--- config.mk ---
export PLATFORM = sky130hd
export DESIGN_NAME = uart_line_receiver_crlf_top
export DESIGN_NICKNAME = d
export VERILOG_FILES = /design/src/rtl/core/ulr_pkg.sv /design/src/rtl/core/uart_line_receiver_crlf_top.sv /design/src/rtl/core/ulr_front.sv /design/src/rtl/core/ulr_queue.sv /design/src/rtl/core/ulr_back.sv
export SDC_FILE = /design/constraint.sdc
export NUM_CORES = 1
export LEC_CHECK = 0
export BUFFER_PORTS_ARGS = -buffer_cell sky130_fd_sc_hd__buf_2
export CORE_MARGIN = 2
export CORE_UTILIZATION = 44
export DETAILED_ROUTE_END_ITERATION = 10
export PLACE_DENSITY_LB_ADDON = 0.15
export SYNTH_ARGS = -nofsm -noshare
export SYNTH_HDL_FRONTEND = slang
export SYNTH_SLANG_ARGS = --single-unit
--- constraint.sdc ---
create_clock -name clk -period 3.35 [get_ports clk]
set_input_delay 0.1675 -clock clk [delete_from_list [all_inputs] [get_ports clk]]
set_output_delay 0.1675 -clock clk [all_outputs]
set_load 0.05 [all_outputs]
--- src/rtl/core/ulr_pkg.sv ---
// ----------------------------------------------------------------------------
// ulr_pkg: shared types and constants for the UART line receiver
// Receiver phases, the per-tick symbol handed from sampler to framer,
// the result record and the character codes used for line framing.
// ----------------------------------------------------------------------------
package ulr_pkg;

    // Receive buffer depth, a power of two
    localparam int BUFFER_DEPTH = 16384;

    localparam int IDX_W = 14;
    localparam int TPB_W = 16;

    localparam logic [IDX_W-1:0] IDX_MASK =
        (BUFFER_DEPTH >= (1 << IDX_W)) ? {IDX_W{1'b1}} : IDX_W'(BUFFER_DEPTH - 1);

    localparam logic [TPB_W-1:0] TPB_RESET = 16'd26;

    localparam logic [7:0] CH_CR = 8'h0d;
    localparam logic [7:0] CH_LF = 8'h0a;

    typedef enum logic [1:0] {
        PH_IDLE,
        PH_HALF,
        PH_DATA,
        PH_STOP
    } rx_phase_t;

    // One record per accepted tick
    typedef struct packed {
        logic       byte_valid;
        logic [7:0] byte_value;
    } ulr_sym_t;

    typedef struct packed {
        logic             byte_valid;
        logic [7:0]       byte_value;
        logic [IDX_W-1:0] byte_index;
        logic             line_done;
        logic [IDX_W-1:0] line_length;
    } ulr_res_t;

endpackage

--- src/rtl/core/uart_line_receiver_crlf_top.sv ---
// A tick's symbol passes the queue, then the output register, before its result leaves.
// Throughput: one tick per cycle without stalls; sampler and framer step once per cycle.
// The two-entry queue lets sampler and framer stall independently.
// Reset (rst_n low, asynchronous): receiver idle, counters and CR flag clear,
// ticks_per_bit back to 26, queue and output register empty.
// ----------------------------------------------------------------------------
// uart_line_receiver_crlf_top: UART 8N1 receiver with CR LF line framing
// One input transfer per oversampling tick, one result transfer per tick.
// ----------------------------------------------------------------------------
module uart_line_receiver_crlf_top
    import ulr_pkg::*;
(
    input  logic        clk,
    input  logic        rst_n,
    input  logic        cfg_we,
    input  logic [15:0] cfg_wdata,     // ticks_per_bit
    input  logic        s_tvalid,
    output logic        s_tready,
    input  logic [7:0]  s_tdata,       // [0] rx_level, [7:1] zero
    output logic        m_tvalid,
    input  logic        m_tready,
    output logic [39:0] m_tdata,       // [7:0] byte_value, [21:8] byte_index,
                                       // [35:22] line_length, [39:36] zero
    output logic [1:0]  m_tuser        // [0] byte_valid, [1] line_done
);

    logic     f_valid;
    ulr_sym_t f_sym;
    logic     f_ready;
    logic     q_valid;
    ulr_sym_t q_sym;
    logic     q_ready;
    ulr_res_t res;

    ulr_front u_front (
        .clk       (clk),
        .rst_n     (rst_n),
        .cfg_we    (cfg_we),
        .cfg_wdata (cfg_wdata),
        .in_valid  (s_tvalid),
        .in_level  (s_tdata[0]),
        .in_ready  (s_tready),
        .sym_valid (f_valid),
        .sym       (f_sym),
        .sym_ready (f_ready)
    );

    ulr_queue u_queue (
        .clk      (clk),
        .rst_n    (rst_n),
        .wr_valid (f_valid),
        .wr_data  (f_sym),
        .wr_ready (f_ready),
        .rd_valid (q_valid),
        .rd_data  (q_sym),
        .rd_ready (q_ready)
    );

    ulr_back u_back (
        .clk       (clk),
        .rst_n     (rst_n),
        .sym_valid (q_valid),
        .sym       (q_sym),
        .sym_ready (q_ready),
        .res_valid (m_tvalid),
        .res       (res),
        .res_ready (m_tready)
    );

    assign m_tdata = {4'h0, res.line_length, res.byte_index, res.byte_value};
    assign m_tuser = {res.line_done, res.byte_valid};

endmodule

--- src/rtl/core/ulr_front.sv ---
// ----------------------------------------------------------------------------
// ulr_front: 8N1 bit sampler
// Tracks start detection, start centering, data sampling and stop wait for
// each tick, and emits one symbol per tick that flags a completed byte.
// ----------------------------------------------------------------------------
module ulr_front
    import ulr_pkg::*;
(
    input  logic             clk,
    input  logic             rst_n,
    input  logic             cfg_we,
    input  logic [TPB_W-1:0] cfg_wdata,
    input  logic             in_valid,
    input  logic             in_level,
    output logic             in_ready,
    output logic             sym_valid,
    output ulr_sym_t         sym,
    input  logic             sym_ready
);

    rx_phase_t        phase_reg, phase_next;
    logic [TPB_W-1:0] tpb_reg;
    logic [TPB_W-1:0] tick_reg, tick_next;
    logic [2:0]       bit_reg, bit_next;
    logic [7:0]       shift_reg, shift_next;

    logic [TPB_W-1:0] tick_inc;
    logic             half_done;
    logic             bit_done;
    logic [7:0]       sample_bits;
    logic             take;

    assign in_ready  = sym_ready;
    assign sym_valid = in_valid;
    assign take      = in_valid && sym_ready;

    assign tick_inc    = tick_reg + 16'd1;
    assign half_done   = tick_inc >= {1'b0, tpb_reg[TPB_W-1:1]};
    assign bit_done    = tick_inc >= tpb_reg;
    assign sample_bits = shift_reg | (8'(in_level) << bit_reg);

    always_comb
    begin
        phase_next = phase_reg;
        unique case (phase_reg)
            PH_IDLE: if (!in_level) phase_next = PH_HALF;
            PH_HALF: if (half_done) phase_next = PH_DATA;
            PH_DATA: if (bit_done && bit_reg == 3'd7) phase_next = PH_STOP;
            PH_STOP: if (in_level) phase_next = PH_IDLE;
            default: phase_next = PH_IDLE;
        endcase
    end

    always_comb
    begin
        tick_next      = tick_reg;
        bit_next       = bit_reg;
        shift_next     = shift_reg;
        sym.byte_valid = 1'b0;
        sym.byte_value = 8'h00;
        unique case (phase_reg)
            PH_IDLE:
            begin
                if (!in_level) tick_next = '0;
            end
            PH_HALF:
            begin
                tick_next = half_done ? '0 : tick_inc;
                if (half_done)
                begin
                    bit_next   = 3'd0;
                    shift_next = 8'h00;
                end
            end
            PH_DATA:
            begin
                tick_next = bit_done ? '0 : tick_inc;
                if (bit_done)
                begin
                    shift_next = sample_bits;
                    bit_next   = bit_reg + 3'd1;
                    if (bit_reg == 3'd7)
                    begin
                        sym.byte_valid = 1'b1;
                        sym.byte_value = sample_bits;
                    end
                end
            end
            PH_STOP:
            begin
            end
            default:
            begin
            end
        endcase
    end

    always_ff @(posedge clk or negedge rst_n)
    begin
        if (!rst_n)
        begin
            phase_reg <= PH_IDLE;
            tpb_reg   <= TPB_RESET;
            tick_reg  <= '0;
            bit_reg   <= '0;
            shift_reg <= '0;
        end
        else
        begin
            if (cfg_we) tpb_reg <= cfg_wdata;
            if (take)
            begin
                phase_reg <= phase_next;
                tick_reg  <= tick_next;
                bit_reg   <= bit_next;
                shift_reg <= shift_next;
            end
        end
    end

endmodule

--- src/rtl/core/ulr_queue.sv ---
// ----------------------------------------------------------------------------
// ulr_queue: two-entry symbol queue
// Decouples the bit sampler from the line framer so each side stalls alone.
// ----------------------------------------------------------------------------
module ulr_queue
    import ulr_pkg::*;
(
    input  logic     clk,
    input  logic     rst_n,
    input  logic     wr_valid,
    input  ulr_sym_t wr_data,
    output logic     wr_ready,
    output logic     rd_valid,
    output ulr_sym_t rd_data,
    input  logic     rd_ready
);

    ulr_sym_t   q_mem [2];
    logic       wr_ptr_reg;
    logic       rd_ptr_reg;
    logic [1:0] count_reg, count_next;
    logic       push;
    logic       pop;

    assign wr_ready = count_reg != 2'd2;
    assign rd_valid = count_reg != 2'd0;
    assign rd_data  = q_mem[rd_ptr_reg];
    assign push     = wr_valid && wr_ready;
    assign pop      = rd_valid && rd_ready;

    always_comb
    begin
        count_next = count_reg;
        if (push && !pop) count_next = count_reg + 2'd1;
        else if (pop && !push) count_next = count_reg - 2'd1;
    end

    always_ff @(posedge clk)
    begin
        if (push) q_mem[wr_ptr_reg] <= wr_data;
    end

    always_ff @(posedge clk or negedge rst_n)
    begin
        if (!rst_n)
        begin
            wr_ptr_reg <= 1'b0;
            rd_ptr_reg <= 1'b0;
            count_reg  <= 2'd0;
        end
        else
        begin
            if (push) wr_ptr_reg <= ~wr_ptr_reg;
            if (pop) rd_ptr_reg <= ~rd_ptr_reg;
            count_reg <= count_next;
        end
    end

endmodule

--- src/rtl/core/ulr_back.sv ---
// ----------------------------------------------------------------------------
// ulr_back: CR LF line framer
// Counts received bytes, tracks a seen carriage return, ends a line on a
// later line feed and holds each result in an output register.
// ----------------------------------------------------------------------------
module ulr_back
    import ulr_pkg::*;
(
    input  logic     clk,
    input  logic     rst_n,
    input  logic     sym_valid,
    input  ulr_sym_t sym,
    output logic     sym_ready,
    output logic     res_valid,
    output ulr_res_t res,
    input  logic     res_ready
);

    logic [IDX_W-1:0] count_reg, count_next;
    logic             cr_reg, cr_next;
    logic             out_valid_reg;
    ulr_res_t         res_reg, res_next;

    logic [IDX_W-1:0] count_inc;
    logic             line_end;
    logic             pop;

    assign pop       = sym_valid && (!out_valid_reg || res_ready);
    assign sym_ready = !out_valid_reg || res_ready;
    assign count_inc = count_reg + 14'd1;
    assign line_end  = sym.byte_value == CH_LF && cr_reg;

    always_comb
    begin
        count_next           = count_reg;
        cr_next              = cr_reg;
        res_next.byte_valid  = sym.byte_valid;
        res_next.byte_value  = sym.byte_valid ? sym.byte_value : 8'h00;
        res_next.byte_index  = sym.byte_valid ? (count_reg & IDX_MASK) : '0;
        res_next.line_done   = 1'b0;
        res_next.line_length = '0;
        if (sym.byte_valid)
        begin
            count_next = count_inc;
            if (sym.byte_value == CH_CR)
            begin
                cr_next = 1'b1;
            end
            else if (line_end)
            begin
                res_next.line_done   = 1'b1;
                res_next.line_length = count_inc - 14'd2;
                count_next           = '0;
                cr_next              = 1'b0;
            end
        end
    end

    always_ff @(posedge clk)
    begin
        if (pop) res_reg <= res_next;
    end

    always_ff @(posedge clk or negedge rst_n)
    begin
        if (!rst_n)
        begin
            count_reg     <= '0;
            cr_reg        <= 1'b0;
            out_valid_reg <= 1'b0;
        end
        else
        begin
            if (pop)
            begin
                count_reg <= count_next;
                cr_reg    <= cr_next;
            end
            // hold the result until the transfer completes
            if (pop) out_valid_reg <= 1'b1;
            else if (res_ready) out_valid_reg <= 1'b0;
        end
    end

    assign res_valid = out_valid_reg;
    assign res       = res_reg;

endmodule
Word level (Yosys, flattened, before mapping)
Memories as Yosys holds them, arrays and structs flattened. Cells that the tools add are included.

Flip-flop bits (word level): 103. Memory bits (writable): 18. Bits of input ports: 29. Output and inout port bits: 44. Logic and storage cells: 96. Memories kept: 1.

Memory list: u_queue.q_mem (words 2, bits a word 9, rd ports 1, clocked after Yosys merged registers in 0, write ports 1, line ulr_queue.sv:18) `ulr_sym_t q_mem [2];`.

Add/sub/neg operators: 6. Order comparisons: 2. Equal/unequal tests: 12. Shift operators: 1. Mux-type cells: 29. Bitwise gates (word level): 5. Reductions and logical operators: 24.

Operators by type and width (count): 16-bit 2-to-1 mux (3); 16-bit case mux with 3 select lines (1); 14-bit 2-to-1 mux (2); 9-bit 2-to-1 mux (3); 16-bit by 1-bit adder with 16-bit output, second input constant (1); 8-bit by 4-bit equality test with 1-bit output, second input constant (2); 16-bit by 15-bit >= comparator with 1-bit output (1); 16-bit >= comparator (1); 8-bit 2-to-1 mux (2); 8-bit case mux with 2 select lines (1); 15-bit 2-to-1 mux (1); 14-bit by 1-bit adder with 14-bit output, second input constant (1); 14-bit by 2-bit subtractor with 14-bit output, second input constant (1); 2-bit 2-to-1 mux (6); 2-bit nonzero test (5); 8-bit OR (1); 2-bit case mux with 4 select lines (1); 1-bit by 3-bit left shift with 8-bit output (1); 1-bit logical AND (6); 1-bit 2-to-1 mux (6); 3-bit 2-to-1 mux (2); 2-bit by 1-bit != test with 1-bit output, second input constant (3); 2-bit != test, second input constant (3); 3-bit case mux with 2 select lines (1); 17 further kinds (24).

Depth between registers and ports, before layout
Gate-level depths: netlist (run 1).

Depth after elaboration: 6. Mapped depth: 16. Depth with buffers taken out: 15.

Cells and area by module
From an unflattened synthesis (run 1), not the netlist that was laid out.

Cell total of the unflattened synthesis: 655. Area total of the unflattened synthesis: 6785.3 µm².

By module, submodules not included: ulr_front (instances 1, cells an instance 350, area each 3121.7 µm²); ulr_back (instances 1, cells an instance 254, area each 2768.9 µm²); ulr_queue (instances 1, cells an instance 46, area each 860.8 µm²); uart_line_receiver_crlf_top (instances 1, cells an instance 5, area each 33.8 µm²).

Worst setup path after synthesis (run 1)
OpenSTA, ideal clock, no wires.

Kind: reg-to-reg. Start: register u_front.tick_reg[0]. End: register u_front.phase_reg[1]. Setup time: 125 ps. Data arrival time: 3292 ps. Setup slack: -67 ps. Stages on the path, launching flop included: 15. Path buffers: 0. Path through: dfrtp_1 ha_1 nand3_1 nor2_1 nand3_1 nor2_1 xnor2_1 inv_1 ha_1 and4_1 nand4_1 o311ai_1 nor2_2 a211o_1 mux2_4.

Cells in the longest elaborated chain, start to end: 5. Elaborated cells between the ends (all ways): 7. Those cells by class: add/sub (1); order compare (2); eq/ne (2); reduce/logical (2).

Ends and longest elaborated chain: from (decl) (line ulr_front.sv:23) `logic [TPB_W-1:0] tick_reg, tick_next;`; from (signal assigned) (line ulr_front.sv:114) `tick_reg <= tick_next;`; 16-bit by 1-bit adder with 16-bit output * (line ulr_front.sv:37) `assign tick_inc = tick_reg + 16'd1;`; 16-bit >= comparator (line ulr_front.sv:39) `assign bit_done = tick_inc >= tpb_reg;`; 1-bit logical AND (line ulr_front.sv:48) `PH_DATA: if (bit_done && bit_reg == 3'd7) phase_next = PH_STOP;`; 2-bit by 1-bit != test with 1-bit output (no line); 5-bit AND reduction (no line) *; to (signal assigned) (line ulr_front.sv:113) `phase_reg <= phase_next;`; to (decl) (line ulr_front.sv:21) `rx_phase_t phase_reg, phase_next;`.

Mark *: on every way between the ends. The rest lies on a longest branch, timed or not. A chain may end at the register's enable or synchronous reset.

Worst setup path after layout (run 1)
Start: register u_front.tick_reg[0]. End: register u_front.shift_reg[1].

Cells in the longest elaborated chain, start to end: 4. Elaborated cells between the ends (all ways): 6. Those cells by class: add/sub (1); order compare (2); eq/ne (2); reduce/logical (1).

Ends and longest elaborated chain: 16-bit by 1-bit adder with 16-bit output * (line ulr_front.sv:37); 16-bit >= comparator / 16-bit by 15-bit >= comparator with 1-bit output (equally long branches) (line ulr_front.sv:39, ulr_front.sv:38); 2-bit by 1-bit != test with 1-bit output (no line); 4-bit AND reduction (no line) *; to (signal assigned) (line ulr_front.sv:116) `shift_reg <= shift_next;`; to (decl) (line ulr_front.sv:25) `logic [7:0] shift_reg, shift_next;`.

Marked as above.

==> results.json, run 1 <==
{
  "p_int_mw": 4.14,
  "drtPass1Iterations": 4,
  "synth.cell_area_um2": 6590,
  "swShare": 0.396,
  "dp_hpwl_mm": 10.3,
  "antenna_cells": 0,
  "place_ws_ns": -0.172,
  "min_period_ns": 3.27,
  "tns_ns": 0,
  "place_area_um2": 7350,
  "die-area_um2": 16000,
  "criticalPathCategory": "flop to flop",
  "worst-path-max-fanout": 8,
  "peakVddDrop_mv": 0.382,
  "arrival_ns": 3.57,
  "clock.fmax_mhz": 306,
  "viasPerCell": 5.30,
  "die_h_um": 126,
  "ios": 73,
  "status": "finished clean",
  "power_frac_comb": 0.403,
  "r2r-end": "u_front.shift_reg[1]",
  "grt_usage": 0.188,
  "utilization": 0.584,
  "grt_pass1_vias": 5219,
  "crit_required_ns": 3.65,
  "p_sw_mw": 2.71,
  "ys_ff_latch": 121,
  "worst_hold_slack_ns": 0.0444,
  "post_route_cells_drive_above_1_share": 0.263,
  "grt-ovfl-total": 0,
  "holdPathStages": 3,
  "layout_commonest_cell": "nand2_1",
  "io_buffers": 61,
  "cts_sinks": 121,
  "relSlewSlack": 0.496,
  "yosys_warnings": 0,
  "p_leak_nw": 3.69,
  "initial_utilization": 0.452,
  "synth_flop_cell": "dfrtp_1",
  "timing.final.crit_share": 0.976,
  "wire_per_inst_um": 15.5,
  "clkPwrFrac": 0.272,
  "worst_slew_pin_slew_ns": 0.754,
  "finalHoldViolCount": 0,
  "fin_area_um2": 8530,
  "min_from": "m_tready",
  "rsz0062_at_grt": "true",
  "layout_setup_ws_ns": 0.0800,
  "vias": 5134,
  "clk_pin_slew_ns": 0.06,
  "place_inst": 907,
  "power_per_cell_area_nw_per_um2": 803,
  "rows": 44,
  "grt_max_degree": 39,
  "end_kind": "flop",
  "die_x_um": 126,
  "sequentialPowerShare": 0.325,
  "ys_seq_area_frac": 0.502,
  "synth_cell_type_count": 66,
  "worst_hold_path_type": "input pin to flop",
  "rrSetupSlack_ns": 0.08,
  "nNetsFinal": 841,
  "syn2layout_area_growth_pct": 29.3,
  "drc_errors": 0,
  "drt_wl_total_mm": 15.0,
  "antenna_found_initial": 0,
  "ant_nets": 0,
  "layout_common_cells": "67 x nand2_1, 61 x buf_2, 60 x dfrtp_1, 56 x edfxtp_1",
  "largest_register_ff_count": 38,
  "htree_levels": 4,
  "reg2reg_depth": 16,
  "clock_path_buffers": 2,
  "skew_ns": 0.00855,
  "drt-initial-drc-count": 359,
  "synth-async-reset-ratio": 0.537,
  "synth_cells": 645,
  "grt_pass1_wl_mm": 24.3,
  "cts_root_buffer": "clkbuf_16",
  "design.core.area_um2": 14600,
  "clock_latency_ns": 0.42,
  "gp_congestion": 0.805,
  "whs_endpoint": "u_back.res_valid",
  "timing.rr.start": "u_front.tick_reg[0]",
  "setup_viol": 0,
  "synth_edf_count": 56,
  "power_mw": 6.84,
  "cts_tree": "done",
  "maxCapViolCount": 0,
  "cts_buffers": 17,
  "avgSynthCellArea_um2": 10.2,
  "cp-start-kind": "flop",
  "slew_viol_final": 0,
  "instances_no_fill": 968,
  "nFillCells": 1164
}
==> worst max-delay path, cell delays in order, from the launching register on <==
cell and delay (ns):
dfrtp_2 0.42, buf_4 0.15, buf_4 0.15, nand3_2 0.08, nor2_1 0.06, xnor2_1 0.21, inv_1 0.14, ha_4 0.23
a211o_1 0.29, a2111oi_4 0.34, buf_4 0.18, o311ai_4 0.12, buf_4 0.17, o2111ai_4 0.22, buf_12 0.16, nor4_2 0.04
o22a_1 0.19
==> power by group through the flow <==
stage | Clock [mW] | Combinational [mW] | Sequential, mW
3_3_place_gp | 0 | 2.47 | 2.23
4_1_cts | 1.89 | 2.57 | 2.21
5_1_grt | 1.96 | 2.98 | 2.27
2_1_floorplan | 0 | 1.30 | 2.78
6_report | 1.86 | 2.76 | 2.22
3_5_place_dp | 0 | 2.51 | 2.24
==> final cells by class <==
class,count,area [µm²],area share
clock buffer,21,460,0.0540
timing repair buffer,135,935,0.110
inverter,40,150,0.0176
multi-input combinational,456,3290,0.386
clock inverter,11,146,0.0172
sequential,121,3310,0.389
tap,184,230,0.0270
==> layer usage <==
metal  global-route usage  vias to the layer above  share of wire
met5                    0                        -              0
met2                0.321                       92           0.52
li1                     -                     2554              -
met1                0.224                     2461           0.43
met3               0.0439                       27          0.028
met4               0.0892                        0          0.023
==> cells in the mapped netlist, drive strengths merged (12+ instances only) <==
master	count	share of area
nand3	17	0.013
edfxtp	56	0.26
clkbuf	18	0.010
nor3	16	0.013
xnor2	29	0.039
xor2	13	0.017
nor2b	15	0.014
a21oi	12	0.0091
buf	14	0.013
inv	40	0.023
nand2	68	0.039
nor2	59	0.034
o21ai	54	0.041
dfrtp	62	0.24
ha	41	0.078
==> how the worst max path moves through the flow <==
stage                             start  slack [ns]  cells past startpoint              endpoint
floorplan           u_front.tick_reg[0]        0.05                     13   u_queue.q_mem[0][7]
global placement    u_front.tick_reg[0]       -0.15                     15    u_front.bit_reg[1]
detailed placement  u_front.tick_reg[0]       -0.17                     15    u_front.bit_reg[1]
CTS                 u_front.tick_reg[0]       0.008                     15  u_front.shift_reg[5]
global route        u_front.tick_reg[1]        -0.1                     17  u_front.tick_reg[15]
finish              u_front.tick_reg[0]        0.08                     16  u_front.shift_reg[1]
==> cells by family after synthesis <==
logic type / share of synthesized area
compound gates: 0.130
xor+xnor: 0.0558
fa+ha+maj: 0.0778
buf+inv: 0.0461
flops: 0.502
mux: 0.0177
other cells: 0.000569
simple gates: 0.170
==> what timing repair did <==
item / in CTS / in global routing
gates cloned: 0 / 1
pin swaps: 2 / 22
hold buffers: 17 / 0
gates resized for setup: 7 / 50
setup buffers: 2 / 9
endpoints found under the setup margin: 25 / 45
endpoints found under the hold margin: 40 / 0
No activity file was read; power rests on OpenSTA's default activity.
==> inputs of run 2 (changes only) <==
Settings changed: CORE_UTILIZATION 44 to 28.
==> run 2 against run 1 <==
Compared with the run above: total power fell by 0.49%; largest cell class unchanged; maximum frequency grew 0.61%; critical path depth fell by 1; final area rose by 1.3%; first-iteration DRC count shrank 48%.
==> results.json, run 2 (synthesis gave the netlist of run 1 again) <==
{
  "status": "finished clean",
  "nNetsFinal": 832,
  "r2r-end": "u_front.shift_reg[1]",
  "initial_utilization": 0.283,
  "cp-start-kind": "flop",
  "reg2reg_depth": 15,
  "sequentialPowerShare": 0.327,
  "syn2layout_area_growth_pct": 31.1,
  "grt_pass1_vias": 5185,
  "cts_root_buffer": "clkbuf_16",
  "die_x_um": 157,
  "clock_path_buffers": 2,
  "drt_wl_total_mm": 15.7,
  "relSlewSlack": 0.439,
  "rows": 56,
  "worst_slew_pin_slew_ns": 0.841,
  "finalHoldViolCount": 0,
  "io_buffers": 61,
  "dp_hpwl_mm": 11.3,
  "drt-initial-drc-count": 186,
  "largest_register_ff_count": 38,
  "viasPerCell": 4.72,
  "cts_buffers": 17,
  "worst-path-max-fanout": 17,
  "clock.fmax_mhz": 308,
  "setup_viol": 0,
  "path_cells": "buf_4, nand4_4, nor3_4, nand2_1, xor2_1, inv_1, buf_4, ha_1, and4_1, nand4_1, o311ai_4, o2111ai_2, buf_12, buf_4, o22a_1",
  "startpoint": "u_front.tick_reg[0]",
  "clk_pin_slew_ns": 0.06,
  "p_sw_mw": 2.73,
  "layout_common_cells": "67 x nand2_1, 61 x buf_2, 59 x dfrtp_1, 56 x edfxtp_1, 52 x nor2_1",
  "wire_per_inst_um": 14.3,
  "p_leak_nw": 3.67,
  "crit_path_max_incr_delay_ns": 0.41,
  "rsz0062_at_grt": "true",
  "skew_ns": 0.00767,
  "clkPwrFrac": 0.281,
  "grt_usage": 0.132,
  "crit_buf_inv": 5,
  "rrSetupSlack_ns": 0.1,
  "htree_levels": 4,
  "antenna_found_initial": 0,
  "grt_pass1_wl_mm": 25.7,
  "crit_top_cell": "buf_4",
  "p_int_mw": 4.07,
  "swShare": 0.402,
  "tns_ns": 0,
  "min_from": "m_tready",
  "power_per_cell_area_nw_per_um2": 788,
  "end_kind": "flop",
  "criticalPathCategory": "flop to flop",
  "cpLargestDelayFamily": "simple AND/OR/NAND/NOR gates",
  "die_h_um": 157,
  "cts_tree": "done",
  "whs_endpoint": "u_back.res_valid",
  "place_inst": 1039,
  "die-area_um2": 24800,
  "vias": 5160,
  "utilization": 0.372,
  "ant_nets": 0,
  "crit_required_ns": 3.65,
  "slowest_stage": "o311ai_4",
  "cts_sinks": 121,
  "arrival_ns": 3.55,
  "design.core.area_um2": 23300,
  "ios": 73,
  "maxCapViolCount": 0,
  "post_route_cells_drive_above_1_share": 0.258,
  "power_frac_comb": 0.392,
  "min_period_ns": 3.25,
  "layout_commonest_cell": "nand2_1",
  "peakVddDrop_mv": 0.348,
  "worst_hold_path_type": "input pin to flop",
  "holdPathStages": 3,
  "gp_congestion": 0.809,
  "grt-ovfl-total": 0,
  "instances_no_fill": 1094,
  "timing.final.crit_share": 0.970,
  "drtPass1Iterations": 4,
  "antenna_cells": 0,
  "drc_errors": 0,
  "slew_viol_final": 0,
  "clock_latency_ns": 0.42,
  "grt_max_degree": 40,
  "timing.rr.start": "u_front.tick_reg[0]"
}
run 2: per-stage QoR:
stage                     setup WS, ns  power (mW)  area (µm²)  hold WS (ns)
after detailed placement       -0.0275        4.80        7500         0.329
final                            0.100        6.81        8640        0.0312
after CTS                       0.0120        6.79        8310       0.00772
after global routing           -0.0767        7.26        8640        0.0223
after floorplan                 0.0465        4.08        6620        -0.128
after global placement         -0.0171        4.76        7500         0.306
run 2: layout make-up:
cell class	instances	area [µm²]
clock buffers	17	425
clock inverters	15	190
multi-input cells	455	3290
flip-flops and latches	121	3320
well taps	319	399
repair buffers	127	871
fillers	2334	14600
inverters	40	150
run 2: per-layer routing:
layer  routed length (µm)  GRT usage  vias to the layer above
met5                    0          0                        -
met2                 7840      0.225                       84
met4                  176     0.0485                        0
li1                     -          -                     2547
met3                  427     0.0295                       15
met1                 7210      0.163                     2514
run 2: worst max path at each step:
stage	end	slack, ns	depth (start not counted)
floorplan	u_queue.q_mem[0][7]	0.05	13
global placement	u_front.tick_reg[8]	-0.02	15
detailed placement	u_front.shift_reg[1]	-0.03	15
CTS	u_front.tick_reg[11]	0.01	17
global route	u_front.shift_reg[1]	-0.08	15
finish	u_front.shift_reg[1]	0.1	15
run 2: power groups by stage:
stage                     Clock (mW)  Sequential, mW  Combinational (mW)
final                           1.91            2.23                2.67
after global routing            2.05            2.28                2.93
after CTS                       1.97            2.22                2.59
after detailed placement           0            2.25                2.55
after global placement             0            2.24                2.52
after floorplan                    0            2.78                1.30
run 2: timing repair:
item                       in CTS  in global routing
buffers inserted                1                  5
hold endpoints to repair       44                  0
setup endpoints to repair      22                 47
gates resized for setup         4                 57
hold buffers                   17                  0
pin swaps                       1                 16
run 2: worst register-to-register path, cell delays in order, from the launching register on:
cell and delay [ns]:
dfrtp_2 0.39, buf_4 0.13, nand4_4 0.14, nor3_4 0.19
nand2_1 0.09, xor2_1 0.18, inv_1 0.11, buf_4 0.14
ha_1 0.29, and4_1 0.20, nand4_1 0.17, o311ai_4 0.41
o2111ai_2 0.17, buf_12 0.19, buf_4 0.14, o22a_1 0.19
